File: config.mk
export PLATFORM = sky130hd
export DESIGN_NAME = lfu_cache_table_unit
export DESIGN_NICKNAME = d
export VERILOG_FILES = /design/src/rtl/core/lfu_pkg.sv /design/src/rtl/core/lfu_entry_ram.sv /design/src/rtl/core/lfu_scan_unit.sv /design/src/rtl/core/lfu_cache_table_unit.sv
export SDC_FILE = /design/constraint.sdc
export NUM_CORES = 2
export LEC_CHECK = 0
export BUFFER_PORTS_ARGS = -buffer_cell sky130_fd_sc_hd__clkbuf_2
export CAP_MARGIN = 0
export CORE_MARGIN = 3
export CORE_UTILIZATION = 30
export CTS_CLUSTER_DIAMETER = 120
export DETAILED_ROUTE_END_ITERATION = 16
export PLACE_DENSITY = 0.42
export SYNTH_ARGS = -nofsm -noshare
export SYNTH_HDL_FRONTEND = slang
export SYNTH_HIERARCHICAL = 1
export SYNTH_SLANG_ARGS = --single-unit
File: constraint.sdc
create_clock -name clock -period 17.5 [get_ports clock]
set_input_delay 1.75 -clock clock [delete_from_list [all_inputs] [get_ports clock]]
set_output_delay 1.75 -clock clock [all_outputs]
set_load 0.01 [all_outputs]
File: src/rtl/core/lfu_pkg.sv
// Shared types and constants for the LFU cache table.
// No dependencies; imported by every module of the block.
package lfu_pkg;

   localparam int unsigned WordW = 32;
   localparam int unsigned CsrW  = 5;
   localparam logic [CsrW-1:0] CapReset = 5'd16;

   localparam logic OpGet = 1'b0;
   localparam logic OpPut = 1'b1;

   typedef struct packed {
      logic                    opcode;
      logic signed [WordW-1:0] lookup_key;
      logic signed [WordW-1:0] store_value;
   } req_word_type;

   typedef struct packed {
      logic                    found;
      logic signed [WordW-1:0] read_value;
   } rsp_word_type;

   // One stored entry: key, value, use count and last-use stamp.
   typedef struct packed {
      logic [WordW-1:0] key;
      logic [WordW-1:0] value;
      logic [WordW-1:0] count;
      logic [WordW-1:0] stamp;
   } entry_row_type;

   typedef struct packed {
      logic clear;
      logic live;
      logic entry_valid;
   } scan_ctrl_type;

   typedef struct packed {
      logic hit;
      logic vic_have;
      logic free_have;
   } scan_status_type;

endpackage

File: src/rtl/core/lfu_entry_ram.sv
// Entry storage: one write port, one read port with registered data.
// Depends on lfu_pkg for the row type.
module lfu_entry_ram #(
   parameter int unsigned DEPTH = 16,
   parameter int unsigned ADDR_W = 4
) (
   input  logic                   clock,
   input  logic                   wr_en,
   input  logic [ADDR_W-1:0]      wr_addr,
   input  lfu_pkg::entry_row_type wr_data,
   input  logic [ADDR_W-1:0]      rd_addr,
   output lfu_pkg::entry_row_type rd_data
);
   import lfu_pkg::*;

   entry_row_type mem [DEPTH];
   entry_row_type rd_data_ff;

   always_ff @(posedge clock) begin
      if (wr_en) begin
         mem[wr_addr] <= wr_data;
      end
      rd_data_ff <= mem[rd_addr];
   end

   assign rd_data = rd_data_ff;

endmodule

File: src/rtl/core/lfu_scan_unit.sv
// Shared scan unit: takes one entry per cycle, tracks key match, LFU/LRU
// victim, lowest free slot and valid count. Depends on lfu_pkg.
module lfu_scan_unit #(
   parameter int unsigned IDX_W = 4,
   parameter int unsigned CNT_W = 5
) (
   input  logic                   clock,
   input  logic                   reset,
   input  lfu_pkg::scan_ctrl_type ctrl,
   input  logic [IDX_W-1:0]       idx,
   input  lfu_pkg::entry_row_type row,
   input  logic [31:0]            key,
   output lfu_pkg::scan_status_type status,
   output logic [IDX_W-1:0]       hit_idx,
   output logic [IDX_W-1:0]       vic_idx,
   output logic [IDX_W-1:0]       free_idx,
   output logic [CNT_W-1:0]       nvalid,
   output lfu_pkg::entry_row_type hit_row
);
   import lfu_pkg::*;

   scan_status_type  status_ff;
   logic [CNT_W-1:0] nvalid_ff;
   logic [IDX_W-1:0] hit_idx_ff, vic_idx_ff, free_idx_ff;
   logic [WordW-1:0] vic_count_ff, vic_stamp_ff;
   entry_row_type    hit_row_ff;
   logic             key_eq, older;
   logic             take_hit, take_vic, take_free;

   always_comb begin
      key_eq    = (row.key == key);
      // strictly smaller count, or equal count with an older stamp
      older     = (row.count < vic_count_ff) ||
                  ((row.count == vic_count_ff) && (row.stamp < vic_stamp_ff));
      take_hit  = ctrl.live && ctrl.entry_valid && !status_ff.hit && key_eq;
      take_vic  = ctrl.live && ctrl.entry_valid && (!status_ff.vic_have || older);
      take_free = ctrl.live && !ctrl.entry_valid && !status_ff.free_have;
   end

   always_ff @(posedge clock) begin
      if (reset || ctrl.clear) begin
         status_ff <= '0;
         nvalid_ff <= '0;
      end else begin
         if (take_hit) begin
            status_ff.hit <= 1'b1;
         end
         if (take_vic) begin
            status_ff.vic_have <= 1'b1;
         end
         if (take_free) begin
            status_ff.free_have <= 1'b1;
         end
         if (ctrl.live && ctrl.entry_valid) begin
            nvalid_ff <= nvalid_ff + CNT_W'(1);
         end
      end
   end

   always_ff @(posedge clock) begin
      if (take_hit) begin
         hit_idx_ff <= idx;
         hit_row_ff <= row;
      end
      if (take_vic) begin
         vic_idx_ff   <= idx;
         vic_count_ff <= row.count;
         vic_stamp_ff <= row.stamp;
      end
      if (take_free) begin
         free_idx_ff <= idx;
      end
   end

   assign status   = status_ff;
   assign hit_idx  = hit_idx_ff;
   assign vic_idx  = vic_idx_ff;
   assign free_idx = free_idx_ff;
   assign nvalid   = nvalid_ff;
   assign hit_row  = hit_row_ff;

endmodule

File: src/rtl/core/lfu_cache_table_unit.sv
// Top level of the LFU cache table: sequencer, valid bits, time counter.
// Depends on lfu_pkg, lfu_entry_ram and lfu_scan_unit.
//
// Key-value cache with least-frequently-used replacement, oldest stamp
// breaking ties. Each request word is a get or a put and yields exactly one
// response word. A request walks the entry memory one entry per cycle
// through its single read port over all MAX_ENTRIES slots, then passes a
// drain state and an update state, which waits for a free output register
// and registers the response; the next request is taken only in idle. With
// capacity zero the scan is skipped and the request goes straight to the
// update state. A finished response waits in an output register while the
// next request is accepted and scanned. Valid bits sit in flip-flops
// cleared by reset, so no clearing pass is needed. The capacity register
// resets to 16; the user must write it through the csr port only while the
// block is idle, and the block itself does not enforce this.
module lfu_cache_table_unit #(
   parameter int unsigned MAX_ENTRIES = 16
) (
   input  logic                  clock,
   input  logic                  reset,
   input  logic                  req_valid,
   output logic                  req_ready,
   input  lfu_pkg::req_word_type req_data,
   output logic                  rsp_valid,
   input  logic                  rsp_ready,
   output lfu_pkg::rsp_word_type rsp_data,
   input  logic                  csr_valid,
   output logic                  csr_ready,
   input  logic [lfu_pkg::CsrW-1:0] csr_data
);
   import lfu_pkg::*;

   localparam int unsigned IdxW = (MAX_ENTRIES > 1) ? $clog2(MAX_ENTRIES) : 1;
   localparam int unsigned CntW = $clog2(MAX_ENTRIES + 1);
   localparam int unsigned CapW = (CntW > CsrW) ? CntW : CsrW;
   localparam logic [IdxW-1:0] LastIdx = IdxW'(MAX_ENTRIES - 1);
   localparam logic [CapW-1:0] MaxCap  = CapW'(MAX_ENTRIES);

   typedef enum logic [1:0] {
      ST_IDLE,
      ST_SCAN,
      ST_DRAIN,
      ST_UPDATE
   } state_type;

   state_type        state_ff;
   req_word_type     req_ff;
   logic             skip_ff;
   logic [CsrW-1:0]  cap_ff;
   logic [WordW-1:0] time_ff;
   logic [MAX_ENTRIES-1:0] valid_ff, valid_in;
   logic [IdxW-1:0]  scan_idx_ff, rd_idx_ff;
   logic             rd_live_ff;
   logic             rsp_valid_ff;
   rsp_word_type     rsp_data_ff, rsp_data_in;

   entry_row_type    rd_row, hit_row, wr_row;
   logic             wr_en;
   logic [IdxW-1:0]  wr_addr, ins_idx;
   scan_ctrl_type    scan_ctrl;
   scan_status_type  scan_status;
   logic [IdxW-1:0]  hit_idx, vic_idx, free_idx;
   logic [CntW-1:0]  nvalid;
   logic [CapW-1:0]  eff_cap;
   logic [WordW-1:0] stamp_next, count_next;
   logic             accept, out_free, commit, evict;

   assign accept    = req_valid && req_ready;
   assign req_ready = (state_ff == ST_IDLE);
   assign out_free  = !rsp_valid_ff || rsp_ready;
   assign commit    = (state_ff == ST_UPDATE) && out_free;
   assign csr_ready = 1'b1;
   assign rsp_valid = rsp_valid_ff;
   assign rsp_data  = rsp_data_ff;

   assign eff_cap = (CapW'(cap_ff) > MaxCap) ? MaxCap : CapW'(cap_ff);

   always_ff @(posedge clock) begin
      if (reset) begin
         cap_ff <= CapReset;
      end else if (csr_valid && csr_ready) begin
         cap_ff <= csr_data;
      end
   end

   always_comb begin
      scan_ctrl.clear       = accept;
      scan_ctrl.live        = rd_live_ff;
      scan_ctrl.entry_valid = valid_ff[rd_idx_ff];
   end

   lfu_entry_ram #(
      .DEPTH (MAX_ENTRIES),
      .ADDR_W(IdxW)
   ) u_ram (
      .clock  (clock),
      .wr_en  (wr_en),
      .wr_addr(wr_addr),
      .wr_data(wr_row),
      .rd_addr(scan_idx_ff),
      .rd_data(rd_row)
   );

   lfu_scan_unit #(
      .IDX_W(IdxW),
      .CNT_W(CntW)
   ) u_scan (
      .clock   (clock),
      .reset   (reset),
      .ctrl    (scan_ctrl),
      .idx     (rd_idx_ff),
      .row     (rd_row),
      .key     (req_ff.lookup_key),
      .status  (scan_status),
      .hit_idx (hit_idx),
      .vic_idx (vic_idx),
      .free_idx(free_idx),
      .nvalid  (nvalid),
      .hit_row (hit_row)
   );

   // Result of the scan: update the hit entry, or on a put miss insert, evicting when full.
   always_comb begin
      stamp_next  = (time_ff == '1) ? time_ff : time_ff + WordW'(1);
      count_next  = (hit_row.count == '1) ? hit_row.count : hit_row.count + WordW'(1);
      evict       = (CapW'(nvalid) >= eff_cap);
      valid_in    = valid_ff;
      wr_en       = 1'b0;
      wr_addr     = hit_idx;
      wr_row      = hit_row;
      rsp_data_in = '0;
      ins_idx     = free_idx;
      if (evict && !(scan_status.free_have && (free_idx < vic_idx))) begin
         ins_idx = vic_idx;
      end
      if (commit && !skip_ff) begin
         if (scan_status.hit) begin
            wr_en        = 1'b1;
            wr_row.count = count_next;
            wr_row.stamp = stamp_next;
            if (req_ff.opcode == OpPut) begin
               wr_row.value = req_ff.store_value;
            end else begin
               rsp_data_in.found      = 1'b1;
               rsp_data_in.read_value = hit_row.value;
            end
         end else if (req_ff.opcode == OpPut) begin
            wr_en        = 1'b1;
            wr_addr      = ins_idx;
            wr_row.key   = req_ff.lookup_key;
            wr_row.value = req_ff.store_value;
            wr_row.count = WordW'(1);
            wr_row.stamp = stamp_next;
            if (evict) begin
               valid_in[vic_idx] = 1'b0;
            end
            valid_in[ins_idx] = 1'b1;
         end
      end
   end

   always_ff @(posedge clock) begin
      if (reset) begin
         valid_ff <= '0;
         time_ff  <= '0;
      end else begin
         valid_ff <= valid_in;
         if (wr_en) begin
            time_ff <= stamp_next;
         end
      end
   end

   always_ff @(posedge clock) begin
      if (accept) begin
         req_ff <= req_data;
      end
      rd_idx_ff <= scan_idx_ff;
   end

   always_ff @(posedge clock) begin
      if (reset) begin
         state_ff     <= ST_IDLE;
         skip_ff      <= 1'b0;
         scan_idx_ff  <= '0;
         rd_live_ff   <= 1'b0;
         rsp_valid_ff <= 1'b0;
      end else begin
         rd_live_ff <= (state_ff == ST_SCAN);
         if (rsp_valid_ff && rsp_ready && !commit) begin
            rsp_valid_ff <= 1'b0;
         end
         unique case (state_ff)
            ST_IDLE: begin
               scan_idx_ff <= '0;
               if (accept) begin
                  skip_ff  <= (cap_ff == '0);
                  state_ff <= (cap_ff == '0) ? ST_UPDATE : ST_SCAN;
               end
            end
            ST_SCAN: begin
               if (scan_idx_ff == LastIdx) begin
                  state_ff <= ST_DRAIN;
               end else begin
                  scan_idx_ff <= scan_idx_ff + IdxW'(1);
               end
            end
            ST_DRAIN: begin
               // let the last entry land in the scan unit
               state_ff <= ST_UPDATE;
            end
            ST_UPDATE: begin
               if (out_free) begin
                  rsp_valid_ff <= 1'b1;
                  rsp_data_ff  <= rsp_data_in;
                  state_ff     <= ST_IDLE;
               end
            end
            default: begin
               state_ff <= ST_IDLE;
            end
         endcase
      end
   end

endmodule

==> results.rst <==
.. list-table::
   :header-rows: 1

   * - Metric
     - Value
   * - Mean routed wirelength per cell
     - 27.68 um
   * - Final Routed Wirelength
     - approximately 270000 um
   * - Share of post-route cells with drive strength above 1
     - 0.2420
   * - Total negative slack
     - 0 ns
   * - Detailed placer's ending HPWL
     - 141500 um
   * - Max-slew headroom at the worst pin
     - 0.1012
   * - Top flip-flop cell by instance count after synthesis
     - edfxtp_1
   * - Buffer depth of the longest clock path
     - 4
   * - Fraction of synthesized cell area taken by the top area cell type
     - 0.7254
   * - Root Buffer Master
     - clkbuf_16
   * - Post-Place Cells
     - 9193
   * - Number of synthesized flops with an enable pin
     - 2350
   * - Row count
     - 208
   * - CP Buf/Inv Count
     - 4
   * - Area Growth Syn to Fin
     - 15.91%
   * - Starting density of the core
     - 0.3022
   * - Kind of cell with the highest combined delay on the critical path
     - buffers and inverters
   * - Vias in the first global route
     - 50410
   * - Maximum Capacitance Violations
     - 0
   * - Post-CTS setup buffer count
     - 0
   * - Pre-CTS setup slack
     - 9.162 ns
   * - Launching element type of the critical path
     - flop
   * - Number of hold violations in the final report
     - 0
   * - Cell-by-cell listing of the critical path
     - inv_1 > nand2_1 > ha_1 > a211oi_1 > o21ai_0 > a21oi_1 > nand2b_1 > mux2i_1 > o21ai_0 > nand2b_1 > nor2_4 > buf_4 > buf_4 > buf_4
   * - Largest net degree at the start of global routing
     - 104
   * - Post-route worst setup slack
     - 9.955 ns
   * - Clock tree from TritonCTS
     - built
   * - Slowest CP cell
     - nand2b_1
   * - Mapped Nets
     - between 5000 and 6000
   * - Status
     - finished clean
   * - Number of levels the H-tree was split into
     - 5
   * - CTS sink count
     - about 2600
   * - Worst vdd rail ir drop
     - 0.1077 mV
   * - Average cell area after synthesis
     - 19.94 um^2
   * - Min Clock Period, post-route
     - around 7.5 ns
   * - Final-report max-slew violation count
     - 0
   * - Count of buffers inserted at the top-level ports
     - roughly 110
   * - Non-filler cells in the finished layout
     - between 9000 and 10000
   * - Number of primary I/O pins
     - between 100 and 150
   * - Share of synthesized area occupied by flip-flops and latches
     - 0.7670
   * - Power Dens Cells
     - between 100 and 150 mW/mm^2
   * - Count of hold-fix buffers inserted at cts
     - 0
   * - Async set-or-reset flop fraction in the synthesized netlist
     - 0
   * - Number of antenna violations at the first check in global routing
     - 8
   * - Iteration-0 DRC count of the detailed router
     - 3978
   * - Final weighted congestion in routability-driven placement
     - 0.7422
   * - Clock input transition at the sequential cells of the worst setup and hold paths
     - 0.06 ns
   * - Number of optimization iterations in the first detailed-route pass
     - 6
   * - Yosys synthesis warning count
     - 6
   * - Element type at the critical path end
     - flop
   * - Max FO, Critical Path
     - 44
   * - Top cell type by total area after synthesis
     - edfxtp_1
   * - Total clock buffers created by CTS
     - 293
   * - Longest individual stage delay on the worst path
     - between 0.9 and 1 ns
   * - Die span in y
     - 575.4 um
   * - Core Area
     - 0.3219 mm^2
   * - Combined area of all synthesized cells
     - 0.09728 mm^2
   * - Dominant cells by area after synthesis
     - edfxtp_1, mux4_2, dfxtp_1
   * - Drc violations
     - 0
   * - Path type of the worst setup path
     - reg2reg
   * - Worst clock skew
     - 0.04137 ns
   * - Via count
     - 47750
   * - Transition time at the pin with the least slew margin
     - 1.311 ns
   * - Number of nets in the layout
     - about 5300
   * - Remaining global-route overflow
     - 0
   * - FMAX
     - 132.5 MHz
   * - Flop and latch count out of synthesis
     - between 2000 and 3000
   * - Width of the die
     - approximately 580 um
   * - Unrepaired setup endpoints after global routing
     - false
   * - Class of the tightest hold or removal check
     - reg2reg
   * - Vias per std cell
     - 4.905
   * - Die Outline Area
     - 0.3311 mm^2
   * - P_leak
     - 35.42 nW
   * - Combined global-route utilization of all metal layers
     - 0.1604
   * - Worst EP required
     - roughly 18 ns
   * - First-pass GRT wire length
     - 385100 um
   * - Syn Inst Count
     - 4878
   * - Total setup violations reported at the end of the flow
     - 0
   * - Remaining antenna violation count after routing
     - 0
   * - Insertion delay of the later-clocked pin in the worst-skew pair
     - between 0.8 and 0.9 ns
   * - Cell mode on critical path
     - buf_4
   * - Period utilisation layout
     - 0.4311
   * - Distinct cell type count after synthesis
     - 78
   * - Core occupancy in the finished layout
     - 0.3503
   * - Arrival time reported for the critical path endpoint
     - 8.00 ns
   * - Gates resized, CTS repair
     - 0
worst paths after layout:
kind | cells after the start | slack (ns) | start | end
max | 14 | 9.95 | cap_ff[4] | u_ram/mem[9][65]
min | 0 | 0.40 | u_ram/rd_data[75] | u_scan/hit_row[75]
max reg2reg | 14 | 9.95 | cap_ff[4] | u_ram/mem[9][65]
min reg2reg | 0 | 0.40 | u_ram/rd_data[75] | u_scan/hit_row[75]
synthesized netlist by cell type (47+ instances only):
| master | n |
|---|---|
| mux2_2 | 91 |
| nand2_1 | 318 |
| inv_1 | 87 |
| and2_1 | 47 |
| nor2_1 | 109 |
| mux2i_1 | 59 |
| nand4_1 | 47 |
| clkbuf_1 | 114 |
| xor2_1 | 48 |
| o21ai_0 | 71 |
| a22oi_1 | 217 |
| dfxtp_1 | 202 |
| buf_2 | 54 |
| mux4_2 | 484 |
| ha_1 | 79 |
| edfxtp_1 | 2350 |
| nand3_1 | 62 |
stage by stage:
stage	power, W	hold WS [ns]	cell area [um^2]
4_1_cts	0.01467	0.4016	112700
3_3_place_gp	0.008704	0.3868	103500
3_5_place_dp	0.008704	0.3887	103500
5_1_grt	0.01500	0.4056	112700
2_1_floorplan	0.008199	0.3724	97280
6_report	0.01442	0.4018	112800
sequential cells by signal, indices dropped and copies added, names as in the netlist, 5 cells and up:
signal / count
cap_ff: 5
u_ram/mem: 2048
rsp_data: 33
u_scan/hit_row: 128
time_ff: 32
u_scan/nvalid: 5
u_scan/vic_stamp_ff: 32
req_ff: 65
u_scan/vic_count_ff: 32
valid_ff: 16
u_ram/rd_data: 128
report_power, final:
group          internal [W]  switching [W]
clock               0.00347        0.00243
combinational      0.000702       0.000816
sequential          0.00684       0.000158
total                0.0110        0.00341
per-layer routing:
layer / track usage / up-vias / routed length, um
li1: - / 20520 / -
met1: 0.2321 / 25870 / 126000
met2: 0.2578 / 1048 / 127300
met3: 0.02264 / 308 / 11390
met4: 0.03304 / 2 / 4756
met5: 0 / - / 13
logic make-up (layout without fill, tap and decap cells):
family,after synthesis,in the layout,share of synthesized area
flops,2552,2552,0.7670
buf+inv,322,869,0.01515
xor+xnor,90,90,0.008103
simple gates,750,750,0.03774
compound gates,450,450,0.03316
fa+ha+maj,79,79,0.01016
mux,634,634,0.1287
other cells,1,5,0.00003855
area by class of cell:
type	count	area, um^2
multi-input cells	2004	21450
inverters	88	330.3
repair buffers	249	1772
diodes	4	10.01
well taps	4305	5386
flip-flops and latches	2552	74630
clock buffers	417	8224
clock inverters	115	954.7
fillers	30280	209200
placed cells by master, fill, tap and decap left out, drive strengths merged, types with 10 or more instances in the layout:
master,instances
a21oi,38
a221oi,16
a22oi,217
and2,48
and3,17
buf,140
bufinv,13
clkbuf,526
clkinv,86
dfxtp,202
edfxtp,2350
ha,79
inv,97
mux2,91
mux2i,59
mux4,484
nand2,318
nand2b,27
nand3,64
nand4,47
nor2,110
nor2b,38
nor3,20
nor4,26
o211ai,11
o21ai,73
o221ai,23
or3,10
xnor2,42
xor2,48
Note: power is estimated with default switching activity, not from simulation.
